===== config.mk =====
export PLATFORM = sky130hd
export DESIGN_NAME = serial_wheel_command_driver
export DESIGN_NICKNAME = d
export VERILOG_FILES = /design/src/design/swcd_pkg.sv /design/src/design/serial_wheel_command_driver.sv
export SDC_FILE = /design/constraint.sdc
export NUM_CORES = 1
export LEC_CHECK = 0
export ABC_AREA = 1
export BUFFER_PORTS_ARGS = -buffer_cell sky130_fd_sc_hd__clkbuf_2
export CAP_MARGIN = 0
export CORE_MARGIN = 3
export CORE_UTILIZATION = 31
export CTS_CLUSTER_SIZE = 12
export DETAILED_ROUTE_END_ITERATION = 7
export SYNTH_ARGS = -nofsm -noshare
export SYNTH_HDL_FRONTEND = slang
export SYNTH_SLANG_ARGS = --single-unit

===== constraint.sdc =====
create_clock -name clk -period 16.85 [get_ports clk]
set_clock_uncertainty 0.05 [all_clocks]
set_input_delay 2.5275 -clock clk [delete_from_list [all_inputs] [get_ports clk]]
set_output_delay 2.5275 -clock clk [all_outputs]
set_load 0.03 [all_outputs]

===== src/design/swcd_pkg.sv =====
// Package for the serial wheel command driver: beat types, codes and reset values.
package swcd_pkg;

	// Input beat: a received byte or a millisecond tick.
	typedef struct packed {
		logic       command;
		logic [7:0] rx_byte;
	} cmd_in_t;

	// Output beat: the drive outputs after one input beat has been handled.
	typedef struct packed {
		logic [7:0] left_duty;
		logic [7:0] right_duty;
		logic       left_reverse;
		logic       right_reverse;
		logic       link_alive;
	} drv_out_t;

	typedef enum logic [1:0] {
		PH_BLANKS = 2'd0,
		PH_SIGNED = 2'd1,
		PH_DIGITS = 2'd2,
		PH_DONE   = 2'd3
	} phase_t;

	localparam logic CMD_BYTE = 1'b0;
	localparam logic CMD_TICK = 1'b1;

	localparam int CFG_IDX_W  = 3;
	localparam int CFG_DATA_W = 16;

	localparam logic [CFG_IDX_W-1:0] REG_TIMEOUT      = 3'd0;
	localparam logic [CFG_IDX_W-1:0] REG_REV_PAUSE    = 3'd1;
	localparam logic [CFG_IDX_W-1:0] REG_END_MARKER   = 3'd2;
	localparam logic [CFG_IDX_W-1:0] REG_OUT_MIN      = 3'd3;
	localparam logic [CFG_IDX_W-1:0] REG_OUT_MAX      = 3'd4;

	localparam logic [15:0] TIMEOUT_RST    = 16'd500;
	localparam logic [15:0] REV_PAUSE_RST  = 16'd100;
	localparam logic [7:0]  END_MARKER_RST = 8'd10;
	localparam logic [7:0]  OUT_MIN_RST    = 8'd30;
	localparam logic [7:0]  OUT_MAX_RST    = 8'd200;

	localparam logic [7:0] CHAR_PLUS  = 8'd43;
	localparam logic [7:0] CHAR_MINUS = 8'd45;
	localparam logic [7:0] CHAR_ZERO  = 8'd48;
	localparam logic [7:0] CHAR_NINE  = 8'd57;
	localparam logic [7:0] CHAR_SPACE = 8'd32;
	localparam logic [7:0] CHAR_TAB   = 8'd9;
	localparam logic [7:0] CHAR_CR    = 8'd13;

	localparam logic [7:0] MAG_MAX = 8'd255;

endpackage


===== src/design/serial_wheel_command_driver.sv =====
// Serial wheel command driver: line parser, message timer, reversal pause and duty mapping.
//
//   channel  signals                         beat
//   in       in_valid, in_stall, in_data     one received byte or one millisecond tick
//   out      out_valid, out_stall, out_data  drive outputs after that beat
//   cfg      cfg_we, cfg_index, cfg_data     one register write, no handshake back
//
// Every input beat is handled in the cycle it is accepted, its output beat buffered; one
// beat per cycle is sustained while out_stall is low. The path that sets the clock is the
// parser into the 8x8 duty multiplier and its reciprocal scaling for the division by 255.
// Output beats sit in a two-entry buffer, so input is stalled only while both entries
// are full. Reset restores register defaults and empties the buffer; no clearing pass.
module serial_wheel_command_driver
	import swcd_pkg::*;
#(
	parameter int LINE_LENGTH = 128,
	parameter int TIMER_BITS  = 16
) (
	input  logic                  clk,
	input  logic                  arst_n,
	input  logic                  in_valid,
	output logic                  in_stall,
	input  cmd_in_t               in_data,
	output logic                  out_valid,
	input  logic                  out_stall,
	output drv_out_t              out_data,
	input  logic                  cfg_we,
	input  logic [CFG_IDX_W-1:0]  cfg_index,
	input  logic [CFG_DATA_W-1:0] cfg_data
);

	localparam int LC_W  = $clog2(LINE_LENGTH);
	localparam int CMP_W = (TIMER_BITS > 16) ? TIMER_BITS : 16;
	localparam logic [LC_W-1:0] LC_LIMIT = LC_W'(LINE_LENGTH - 1);

	// Configuration registers.
	logic [15:0] timeout_q, rev_pause_q;
	logic [7:0]  marker_q, out_min_q, out_max_q;

	// Parser and drive state.
	logic [7:0]            accum_q, accum_d;
	logic                  minus_q, minus_d;
	phase_t                phase_q, phase_d;
	logic [LC_W-1:0]       line_cnt_q, line_cnt_d;
	logic                  expect_right_q, expect_right_d;
	logic [7:0]            lval_mag_q, lval_mag_d, rval_mag_q, rval_mag_d;
	logic                  lval_neg_q, lval_neg_d, rval_neg_q, rval_neg_d;
	logic                  pending_q, pending_d;
	logic [7:0]            lcmd_mag_q, lcmd_mag_d, rcmd_mag_q, rcmd_mag_d;
	logic                  lcmd_neg_q, lcmd_neg_d, rcmd_neg_q, rcmd_neg_d;
	logic [TIMER_BITS-1:0] since_q, since_d;
	logic [15:0]           pause_q, pause_d;
	logic [7:0]            ldrv_q, ldrv_d, rdrv_q, rdrv_d;
	logic                  lrev_q, lrev_d, rrev_q, rrev_d;

	// Output buffer.
	logic     out_valid_q, skid_valid_q;
	drv_out_t out_q, skid_q;
	drv_out_t result;

	logic       accept, take, alive, is_digit, is_blank, rev;
	logic [3:0] digit;
	logic [11:0] acc_next;
	logic [8:0] lmap, rmap;

	// Maps a magnitude onto lo..hi; returns {reverse, duty}, and zero for a zero magnitude or a zero duty.
	function automatic logic [8:0] map_duty(input logic [7:0] mag, input logic neg,
			input logic [7:0] lo, input logic [7:0] hi);
		logic [7:0]  span;
		logic [15:0] prod;
		logic [30:0] scaled;
		logic [7:0]  q;
		logic [7:0]  duty;
		logic [8:0]  res;
		span   = (hi >= lo) ? (hi - lo) : (lo - hi);
		prod   = {8'b0, mag} * {8'b0, span};
		// Multiplying by 0x8081 and dropping 23 bits is an exact divide by 255 here.
		scaled = {prod, 15'b0} + {8'b0, prod, 7'b0} + {15'b0, prod};
		q      = scaled[30:23];
		duty   = (hi >= lo) ? (lo + q) : (lo - q);
		if (mag == 8'd0 || duty == 8'd0) begin
			res = 9'd0;
		end else begin
			res = {neg, duty};
		end
		return res;
	endfunction

	assign in_stall  = skid_valid_q;
	assign accept    = in_valid && !in_stall;
	assign take      = out_valid_q && !out_stall;
	assign out_valid = out_valid_q;
	assign out_data  = out_q;

	assign is_digit = (in_data.rx_byte inside {[CHAR_ZERO:CHAR_NINE]});
	assign is_blank = (in_data.rx_byte inside {[CHAR_TAB:CHAR_CR], CHAR_SPACE});
	assign digit    = 4'(in_data.rx_byte - CHAR_ZERO);
	assign acc_next = {4'b0, accum_q} * 12'd10 + {8'b0, digit};

	always_comb begin
		accum_d        = accum_q;
		minus_d        = minus_q;
		phase_d        = phase_q;
		line_cnt_d     = line_cnt_q;
		expect_right_d = expect_right_q;
		lval_mag_d     = lval_mag_q;
		lval_neg_d     = lval_neg_q;
		rval_mag_d     = rval_mag_q;
		rval_neg_d     = rval_neg_q;
		pending_d      = pending_q;
		lcmd_mag_d     = lcmd_mag_q;
		lcmd_neg_d     = lcmd_neg_q;
		rcmd_mag_d     = rcmd_mag_q;
		rcmd_neg_d     = rcmd_neg_q;
		since_d        = since_q;
		pause_d        = pause_q;
		ldrv_d         = ldrv_q;
		rdrv_d         = rdrv_q;
		lrev_d         = lrev_q;
		rrev_d         = rrev_q;

		if (in_data.command == CMD_TICK) begin
			if (since_q != {TIMER_BITS{1'b1}}) begin
				since_d = since_q + 1'b1;
			end
			if (pause_q != 16'd0) begin
				pause_d = pause_q - 16'd1;
			end
		end else if (in_data.rx_byte == marker_q) begin
			if (!expect_right_q) begin
				lval_mag_d     = accum_q;
				lval_neg_d     = minus_q;
				expect_right_d = 1'b1;
			end else begin
				rval_mag_d     = accum_q;
				rval_neg_d     = minus_q;
				expect_right_d = 1'b0;
				pending_d      = 1'b1;
				since_d        = '0;
			end
			accum_d    = 8'd0;
			minus_d    = 1'b0;
			phase_d    = PH_BLANKS;
			line_cnt_d = '0;
		end else if (line_cnt_q < LC_LIMIT) begin
			line_cnt_d = line_cnt_q + 1'b1;
			case (phase_q)
				PH_BLANKS: begin
					if (is_blank) begin
						phase_d = PH_BLANKS;
					end else if (in_data.rx_byte == CHAR_PLUS) begin
						phase_d = PH_SIGNED;
					end else if (in_data.rx_byte == CHAR_MINUS) begin
						minus_d = 1'b1;
						phase_d = PH_SIGNED;
					end else if (is_digit) begin
						accum_d = {4'b0, digit};
						phase_d = PH_DIGITS;
					end else begin
						phase_d = PH_DONE;
					end
				end
				PH_SIGNED: begin
					if (is_digit) begin
						accum_d = {4'b0, digit};
						phase_d = PH_DIGITS;
					end else begin
						phase_d = PH_DONE;
					end
				end
				PH_DIGITS: begin
					if (is_digit) begin
						accum_d = (acc_next > 12'(MAG_MAX)) ? MAG_MAX : acc_next[7:0];
					end else begin
						phase_d = PH_DONE;
					end
				end
				default: begin
					phase_d = PH_DONE;
				end
			endcase
		end

		alive = CMP_W'(since_d) < CMP_W'(timeout_q);
		lmap  = map_duty(lval_mag_d, lval_neg_d, out_min_q, out_max_q);
		rmap  = map_duty(rval_mag_d, rval_neg_d, out_min_q, out_max_q);
		// A wheel reverses only when both the new value and the old command are nonzero.
		rev = (lval_mag_d != 8'd0 && lcmd_mag_q != 8'd0 && lval_neg_d != lcmd_neg_q) ||
			(rval_mag_d != 8'd0 && rcmd_mag_q != 8'd0 && rval_neg_d != rcmd_neg_q);

		if (alive && pending_d) begin
			pending_d = 1'b0;
			if (rev) begin
				ldrv_d  = 8'd0;
				rdrv_d  = 8'd0;
				lrev_d  = lval_neg_d && (lval_mag_d != 8'd0);
				rrev_d  = rval_neg_d && (rval_mag_d != 8'd0);
				pause_d = rev_pause_q;
			end
			lcmd_neg_d = lmap[8];
			lcmd_mag_d = lmap[7:0];
			rcmd_neg_d = rmap[8];
			rcmd_mag_d = rmap[7:0];
		end
		if (alive && pause_d == 16'd0) begin
			ldrv_d = lcmd_mag_d;
			rdrv_d = rcmd_mag_d;
			lrev_d = lcmd_neg_d;
			rrev_d = rcmd_neg_d;
		end

		result.left_duty     = ldrv_d;
		result.right_duty    = rdrv_d;
		result.left_reverse  = lrev_d;
		result.right_reverse = rrev_d;
		result.link_alive    = alive;
	end

	always_ff @(posedge clk or negedge arst_n) begin
		if (!arst_n) begin
			timeout_q   <= TIMEOUT_RST;
			rev_pause_q <= REV_PAUSE_RST;
			marker_q    <= END_MARKER_RST;
			out_min_q   <= OUT_MIN_RST;
			out_max_q   <= OUT_MAX_RST;
		end else if (cfg_we) begin
			case (cfg_index)
				REG_TIMEOUT:    timeout_q   <= cfg_data;
				REG_REV_PAUSE:  rev_pause_q <= cfg_data;
				REG_END_MARKER: marker_q    <= cfg_data[7:0];
				REG_OUT_MIN:    out_min_q   <= cfg_data[7:0];
				REG_OUT_MAX:    out_max_q   <= cfg_data[7:0];
				default: ;
			endcase
		end
	end

	always_ff @(posedge clk or negedge arst_n) begin
		if (!arst_n) begin
			accum_q        <= 8'd0;
			minus_q        <= 1'b0;
			phase_q        <= PH_BLANKS;
			line_cnt_q     <= '0;
			expect_right_q <= 1'b0;
			lval_mag_q     <= 8'd0;
			lval_neg_q     <= 1'b0;
			rval_mag_q     <= 8'd0;
			rval_neg_q     <= 1'b0;
			pending_q      <= 1'b1;
			lcmd_mag_q     <= 8'd0;
			lcmd_neg_q     <= 1'b0;
			rcmd_mag_q     <= 8'd0;
			rcmd_neg_q     <= 1'b0;
			since_q        <= '0;
			pause_q        <= 16'd0;
			ldrv_q         <= 8'd0;
			rdrv_q         <= 8'd0;
			lrev_q         <= 1'b0;
			rrev_q         <= 1'b0;
		end else if (accept) begin
			accum_q        <= accum_d;
			minus_q        <= minus_d;
			phase_q        <= phase_d;
			line_cnt_q     <= line_cnt_d;
			expect_right_q <= expect_right_d;
			lval_mag_q     <= lval_mag_d;
			lval_neg_q     <= lval_neg_d;
			rval_mag_q     <= rval_mag_d;
			rval_neg_q     <= rval_neg_d;
			pending_q      <= pending_d;
			lcmd_mag_q     <= lcmd_mag_d;
			lcmd_neg_q     <= lcmd_neg_d;
			rcmd_mag_q     <= rcmd_mag_d;
			rcmd_neg_q     <= rcmd_neg_d;
			since_q        <= since_d;
			pause_q        <= pause_d;
			ldrv_q         <= ldrv_d;
			rdrv_q         <= rdrv_d;
			lrev_q         <= lrev_d;
			rrev_q         <= rrev_d;
		end
	end

	// Two-entry output buffer; the second entry fills only while the first is held.
	always_ff @(posedge clk or negedge arst_n) begin
		if (!arst_n) begin
			out_valid_q  <= 1'b0;
			skid_valid_q <= 1'b0;
		end else if (take) begin
			if (skid_valid_q) begin
				skid_valid_q <= 1'b0;
			end else begin
				out_valid_q <= accept;
			end
		end else if (accept) begin
			if (!out_valid_q) begin
				out_valid_q <= 1'b1;
			end else begin
				skid_valid_q <= 1'b1;
			end
		end
	end

	always_ff @(posedge clk) begin
		if (take) begin
			if (skid_valid_q) begin
				out_q <= skid_q;
			end else if (accept) begin
				out_q <= result;
			end
		end else if (accept) begin
			if (!out_valid_q) begin
				out_q <= result;
			end else begin
				skid_q <= result;
			end
		end
	end

	a_skid_behind_out: assert property (@(posedge clk) disable iff (!arst_n)
		skid_valid_q |-> out_valid_q)
		else $error("second output entry holds a beat while the first is empty");

	a_beat_delivered: assert property (@(posedge clk) disable iff (!arst_n)
		(in_valid && !in_stall) |=> out_valid_q)
		else $error("accepted beat left no output beat");

	a_pause_zero_duty: assert property (@(posedge clk) disable iff (!arst_n)
		(pause_q != 16'd0) |-> (ldrv_q == 8'd0 && rdrv_q == 8'd0))
		else $error("duty driven during reversal pause");

	a_pending_waits: assert property (@(posedge clk) disable iff (!arst_n)
		(in_valid && !in_stall && CMP_W'(since_d) < CMP_W'(timeout_q)) |=> !pending_q)
		else $error("pair left pending while link is alive");

endmodule


==> results of run 1 <==
## cell families after synthesis
logic type	synth area share, %
flip-flops	27.7
adder cells (fa/ha/maj)	20.4
buffers and inverters	9.81
XOR/XNOR	3.60
AO/OA/AOI/OAI	10.7
multiplexers	0.158
AND/OR/NAND/NOR	27.6
## where the power goes
part           switching, mW  internal [mW]
clock                  0.205          0.281
combinational           1.29          0.642
sequential             0.102          0.638
total                   1.60           1.56
## flip-flops by register name, summed over array words and instances (netlist names), 16 cells and up
name,flops
timeout_q,16
out_data,19
pause_q,16
skid_q,19
rev_pause_q,16
since_q,16
## worst min-delay path, stage by stage (launching register included)
cell     delay (ns)
dfrtp_1        0.34
nand2_1        0.05
nand2_1        0.05
## cells in the mapped netlist, types with 4 or more instances
cell      number  area (µm²)
a211oi_1       6        45.0
a21oi_1      111         556
a31oi_1       19         119
buf_1          6        22.5
buf_2          5        25.0
clkbuf_1      46         173
dfrtp_1      145        3630
dfstp_2       19         499
edfxtp_1      38        1140
fa_1          78        1560
ha_1         185        2310
inv_1        419        1570
inv_2          6        22.5
nand2_1      678        2540
nand2_2        7        43.8
nand3_1      136         681
nand3b_1       4        30.0
nand4_1       44         275
nor2_1       287        1080
nor3_1        34         170
nor4_1        15        93.8
o211ai_1       4        30.0
o21a_1         5        37.5
o21ai_0      190         951
o21ai_1        6        30.0
o21ai_2        4        35.0
o21bai_1       7        52.6
o22ai_1        6        37.5
or2_2         22         138
xnor2_1       15         131
xor2_1        63         552
## how the worst max path moves through the flow
stage                     from               endpoint  cells after the start
finish              in_data[8]  out_data[3]$_DFFE_PP_                     53
global route        in_data[8]  out_data[3]$_DFFE_PP_                     55
CTS                 in_data[8]  out_data[5]$_DFFE_PP_                     53
detailed placement  in_data[8]  out_data[5]$_DFFE_PP_                     54
global placement    in_data[8]  out_data[4]$_DFFE_PP_                     53
floorplan           in_data[3]  out_data[4]$_DFFE_PP_                     59
## per-stage QoR
step	cell area [µm²]	utilization (%)	std cells	setup WS (ns)
floorplan	19000	-	2653	5.51
finish	20800	34.4	3484	4.10
detailed placement	20100	33.3	3443	3.59
global route	20800	34.4	3484	2.88
CTS	20800	34.4	3484	4.09
global placement	20100	33.3	3443	3.61
## layout make-up
cell class | count | area (µm²) | share of cell area [%]
clock inverters | 6 | 61.3 | 0.294
flip-flops and latches | 202 | 5270 | 25.3
repair buffers | 69 | 392 | 1.88
well taps | 782 | 978 | 4.70
inverters | 427 | 1600 | 7.70
multi-input cells | 1963 | 11900 | 57.0
clock buffers | 35 | 651 | 3.12
## metal layers
layer / part of all wire [%] / routed length (µm) / vias up / global-route usage [%]
met5: 0 / 0 / - / 0
met4: 2.0 / 959 / 0 / 2.83
met3: 4.0 / 1970 / 49 / 1.59
met2: 43 / 21000 / 327 / 23.4
met1: 51 / 25000 / 7743 / 22.8
li1: - / - / 8568 / -
==> key figures, run 1 <==
Clocking
  • CTS tree: built
  • Longest Clk Path Bufs: 3
  • CTS Hold Bufs: 0
  • Worst-Skew Late Latency: between 0.5 and 0.6 ns
  • Resize count post-CTS: 0
  • H-Tree Depth: 1
  • Reg clk slew, reported paths: around 0.060 ns
  • Clock Tree Root: clkbuf_16
  • Post-CTS setup buffer count: 0
  • Cts bufs inserted: 23
  • CTS sink cnt: between 200 and 250

Worst hold path
  • Min-Delay Endpoint: rdrv_q[2]$_DFFE_PN0P_
  • Hold wc startpoint: rdrv_q[2]$_DFFE_PN0P_
  • Hold-critical path depth: 2
  • HP Class: flip-flop to flip-flop

Run status
  • Status: completed

Worst setup path
  • CP arrival: ~13 ns
  • Worst reg2reg path startpoint: out_min_q[1]$_DFFE_PN1P_
  • Reg2reg setup slack: between 4 and 5 ns
  • Kind of critical path: input pin to flip-flop
  • Critical path peak fanout: 23
  • Worst path most repeated cell: nand2_1
  • Slowest CP cell: inv_1
  • Worst setup SP type: input pin
  • Critical path's top delay family: adder cells
  • FF-to-FF End: out_data[3]$_DFFE_PP_
  • Crit path capture type: flip-flop
  • FF-to-FF path depth: 63
  • Worst Path Required: between 15 and 20 ns
  • Slowest stage delay, CP: 0.61 ns
  • CP bufs+invs: 10

Route
  • DRC: 0
  • DR iter-0 viols: about 1200
  • Antenna viol nets, final: 0
  • Wire per inst: between 10 and 15 µm
  • 1st-pass router iterations: 6
  • Post-Route WL: a little under 50000 µm
  • Vias: about 17000
  • Via density: between 4 and 5

Global route
  • Number of antenna violations at the first check in global routing: 2
  • First-pass GRT wire length: about 80000 µm
  • Vias in the first global route: between 15000 and 20000
  • Largest net degree at the start of global routing: 86
  • Total GRT Usage: approximately 15%
  • GRT overflow: 0

Timing
  • Total negative slack: 0 ns
  • Hold Fails Final Rpt: 0
  • Shortest period the worst path allows: 12.75 ns
  • Crit share post-route: between 70% and 80%
  • Fmax: roughly 0.078 GHz
  • Tightest Pin Transition: ~1.1 ns
  • Final Max Tran Viols: 0
  • Slew headroom: a little over a quarter
  • RSZ-0062 raised after global routing: no
  • Hold WS: 0.429 ns
  • Final setup vio count: 0

Layout
  • Share of layout cells above drive strength 1: 6.51%
  • Area Growth Syn to Fin: 9.64%
  • Most frequent cells in the layout: 677 x nand2_1, 418 x inv_1, 287 x nor2_1
  • Nets@finish: about 3000
  • # diodes: 0
  • Fillers: between 6000 and 7000
  • Most common cell after layout, fill and taps aside: nand2_1

Floorplan
  • Die Wd: ~250 µm
  • Row cnt: 90
  • Die area: around 0.064 mm²
  • Core ar.: a little over 0.06 mm²
  • DIE HEIGHT: between 200 and 300 µm
  • Num ports: between 50 and 60
  • Starting density of the core: a little under a third

Pwr
  • PnR Total Power: 3.16 mW
  • Worst-case vdd ir drop: around 110 µV
  • Leak pwr: around 11 nW
  • Power density over cell area: between 150 and 200 mW/mm²

Synth
  • Yosys reg bits: around 200
  • EDFF count, synth: 38
  • Avg Cell Area, Syn: 7.16 µm²
  • Yosys warns: 0
  • Net count after synthesis: about 2900
  • Synth Instances: 2653
  • Main synth FF type: dfrtp_1
  • Ys async rst share: around four fifths
  • Syn Std Cell Area: about 0.019 mm²
  • Library cells used by synthesis: 55
  • Seq/Total Area, Yosys: 27.7%

Placement
  • GP Congestion: roughly 0.87
  • PortBufs: between 50 and 60
  • HPWL after DPL: between 30000 and 40000 µm

Flow run
  • Max cap viols: 0
(Power assumes the default switching activity.)
==> inputs of run 2 (changes only) <==
Settings changed: ABC_AREA 1 to 0.
Clock period 16.85 ns to 10.7 ns, I/O delays scaled along.
==> run 2 against run 1 <==
  * The run now ends with negative setup slack left
  * Clock-buffer cell count fell by 1
  * Largest power group unchanged
  * Critical endpoint is now out_data[18]$_DFFE_PP_
  * Register-to-register slack got worse by 5.3 ns
  * Global-route usage rose by 1.2 points
  * Critical path type is now flip-flop to flip-flop
  * Combinational power fell by 19%
==> key figures, run 2 <==
Run status
  • Status: finished, violations left
  • Failing checks: negative setup slack

Worst setup path
  • Crit path capture type: flip-flop
  • CP bufs+invs: 7 (-3)
  • Worst reg2reg path startpoint: out_min_q[1]$_DFFE_PN1P_
  • Critical path's top delay family: compound AO/OA/AOI/OAI gates
  • Critical path launch point: out_min_q[1]$_DFFE_PN1P_
  • Worst Path Required: 10.86 ns (-6.21 ns)
  • Slowest stage delay, CP: 0.57 ns (-0.04 ns)
  • Worst path most repeated cell: fa_1
  • CP arrival: 11.66 ns (-1.31 ns)
  • Slowest CP cell: fa_1
  • Kind of critical path: flip-flop to flip-flop
  • Worst setup SP type: flip-flop
  • Critical path peak fanout: 5 (-78%)

Route
  • Met3 wire length: 1950 µm (-0.81%)
  • DR iter-0 viols: 706 (-42%)
  • WL met2: 24200 µm (+15%)
  • Antenna viol nets, final: 0 (unchanged)
  • Uppermost layer routed: met4
  • Wire per inst: 15.8 µm (+13%)
  • Metal-1 WL: 22700 µm (-9.1%)
  • Post-Route WL: 49900 µm (+2.1%)
  • Vias: 15996 (-4.1%)
  • Via density: 5.07 (+5.8%)
  • 1st-pass router iterations: 5 (-1)
  • DRC: 0 (unchanged)

Clocking
  • Longest Clk Path Bufs: 3 (unchanged)
  • CTS sink cnt: 202 (unchanged)
  • Cts bufs inserted: 24 (+4.3%)
  • Clock Tree Root: clkbuf_16
  • CTS tree: built
  • Worst-Skew Late Latency: 0.55 ns (+0.03 ns)
  • H-Tree Depth: 1 (unchanged)
  • CTS Hold Bufs: 0 (unchanged)
  • Reg clk slew, reported paths: 0.06 ns (about the same)

Synth
  • Main synth FF type: dfrtp_1
  • Syn Std Cell Area: 0.0179 mm² (-6.0%)
  • Avg Cell Area, Syn: 8.85 µm² (+24%)
  • EDFF count, synth: 38 (unchanged)
  • Synth Instances: 2018 (-24%)
  • Most numerous cell in the Yosys netlist: nor2_1
  • Post-synth top cells: 235 x nor2_1, 197 x nand2_1, 185 x ha_1
  • Net count after synthesis: 2314 (-22%)
  • Post-synth top area share: 20.3% (+1.2 points)
  • Synth area leader: dfrtp_1
  • Ranking of synthesized cells by area: dfrtp_1 20%, ha_1 13%, fa_1 8.7%, edfxtp_1 6.4%, nor2_1 4.9%
  • Library cells used by synthesis: 85 (+55%)
  • Seq/Total Area, Yosys: 29.5% (+1.8 points)
  • Ys async rst share: 81.2% (unchanged)
  • Yosys warns: 0 (unchanged)
  • Yosys reg bits: 202 (unchanged)

Pwr
  • Int Pwr: 2.10 mW (+35%)
  • Combinational power share: 45.8% (-15 points)
  • Sw Ratio: 39.2% (-11 points)
  • Sw Pwr: 1.35 mW (-15%)
  • Leak pwr: 11.3 nW (+2.5%)
  • Worst-case vdd ir drop: 145 µV (+37%)
  • Clk pwr share: 22.8% (+7.4 points)
  • Power density over cell area: 147 mW/mm² (-3.4%)
  • Sequential share of power: 31.4% (+8.0 points)

Timing
  • Final Max Tran Viols: 0 (unchanged)
  • Shortest period the worst path allows: between 10 and 15 ns
  • Final setup margin: -0.799 ns (-4.90 ns)
  • Slew headroom: 18.9% (-7.3 points)
  • Crit share post-route: 107%
  • Fmax: about 0.087 GHz
  • RSZ-0062 raised after global routing: yes
  • Hold Fails Final Rpt: 0 (unchanged)
  • Final setup vio count: 54 (+54)
  • Tightest Pin Transition: 1.21 ns (+0.109 ns)

Placement
  • Setup slack at placement: -1.42 ns (-5.01 ns)
  • Placed cells: 3059 (-11%)
  • GP Congestion: 0.890 (+1.7%)
  • PortBufs: 53 (unchanged)
  • HPWL after DPL: 38300 µm (+0.62%)

Global route
  • GRT overflow: 0 (unchanged)
  • First-pass GRT wire length: 81900 µm (+2.2%)
  • Number of antenna violations at the first check in global routing: 0 (-2)
  • Vias in the first global route: 16369 (+6.6%)
  • Largest net degree at the start of global routing: 105 (+22%)
  • Total GRT Usage: 16.3% (+1.2 points)

Floorplan
  • Die area: 0.0605 mm² (-5.8%)
  • Row cnt: 87 (-3.3%)
  • Die Wd: 246 µm (-3.0%)
  • Starting density of the core: 31.5% (+0.083 points)
  • DIE HEIGHT: 246 µm (-3.0%)
  • Core ar.: 0.0567 mm² (-6.2%)
  • Num ports: 54 (unchanged)

Layout
  • Multi-input logic area: 0.0129 mm² (+8.5%)
  • # diodes: 0 (unchanged)
  • Fillers: 5484 (-14%)
  • Share of layout cells above drive strength 1: 30.7% (+24 points)
  • Most frequent cells in the layout: 343 x buf_4, 216 x nor2_1, 195 x nand2_1
  • Post-route insts no fill: 3157 (-9.4%)
  • Area Growth Syn to Fin: 31.9%
  • Register Area: 0.00527 mm² (about the same)
  • Nets@finish: 2679 (-10%)
  • Most common cell after layout, fill and taps aside: buf_4

Worst hold path
  • HP Class: flip-flop to flip-flop
  • Hold wc startpoint: ldrv_q[1]$_DFFE_PN0P_

Flow run
  • Max cap viols: 0 (unchanged)
run 2: cell count changes after synthesis, sizes merged, moves of 14 or more:
cell,before,now
nand3,139,41
xnor2,15,65
xor2,63,32
nor2,293,235
inv,425,173
nand4,44,25
nand2,688,197
mux2i,3,30
and3,0,22
mux2,0,49
nor2b,0,14
a21o,1,28
o21ai,201,145
run 2: timing repair:
| item | 4_1_cts | 5_1_grt |
|---|---|---|
| resized for setup | 92 | 104 |
| setup endpoints to repair | 65 | 69 |
| gates cloned | 0 | 0 |
| endpoints found under the hold margin | 0 | 0 |
| pin swaps | 116 | 98 |
| buffers inserted | 38 | 19 |
run 2: cells by family (layout without fill, tap and decap cells):
family	count (synthesis)	after routing	synth area share, %
DFF	202	202	29.5
muxes	79	79	4.77
xor gates and xnor gates	98	98	4.92
AOI/OAI and AO/OA	437	437	15.6
and+or+nand+nor	694	694	18.3
buffers and inverters	245	628	5.28
adders and majority gates	263	263	21.7
run 2: path summary, 6_finish.rpt:
path,to,slack [ns],cells past startpoint
max,out_data[18]$_DFFE_PP_,-0.80,51
min,ldrv_q[1]$_DFFE_PN0P_,0.43,2
max reg2reg,out_data[18]$_DFFE_PP_,-0.80,51
min reg2reg,ldrv_q[1]$_DFFE_PN0P_,0.43,2
max in group asynchronous,out_min_q[0]$_DFFE_PN0P_,7.97,2
min in group asynchronous,rdrv_q[5]$_DFFE_PN0P_,1.09,1
run 2: cell type report:
type | count | share of cell area, %
clock inverters | 10 | 0.287
repair buffers | 411 | 12.9
inverters | 173 | 2.78
multi-input cells | 1571 | 54.7
well taps | 756 | 4.01
flip-flops and latches | 202 | 22.4
clock buffers | 34 | 2.96
run 2: tightest hold or removal path, delay by kind of cell, from the launching register on:
family           cells  cell delay (ns)
AO/OA/AOI/OAI        1             0.06
AND/OR/NAND/NOR      1             0.05
flip-flops           1             0.34
run 2: metal layers:
metal  track usage, %  vias up
met5                0        -
met2             28.0      303
met1             21.6     7814
met3             2.01       58
met4             4.12        0
li1                 -     7821
run 2: power by group through the flow:
| stage | logic [mW] | clock network, mW | registers (mW) |
|---|---|---|---|
| detailed placement | 1.37 | 0 | 1.10 |
| floorplan | 0.756 | 0 | 1.13 |
| finish | 1.58 | 0.788 | 1.09 |
| global route | 1.73 | 0.834 | 1.10 |
| global placement | 1.34 | 0 | 1.09 |
| CTS | 1.49 | 0.804 | 1.08 |
run 2: through the flow:
step           utilization (%)  power [mW]  area, µm²  TNS, ns  hold slack (ns)
3_5_place_dp              37.8        2.47      21400   -54.19            0.424
5_1_grt                   41.5        3.66      23600   -57.57            0.466
2_1_floorplan                -        1.88      18200   -11.03            0.399
4_1_cts                   40.4        3.38      22900   -33.96            0.436
6_report                  41.5        3.45      23600   -26.86            0.434
3_3_place_gp              37.8        2.43      21400   -46.86            0.413
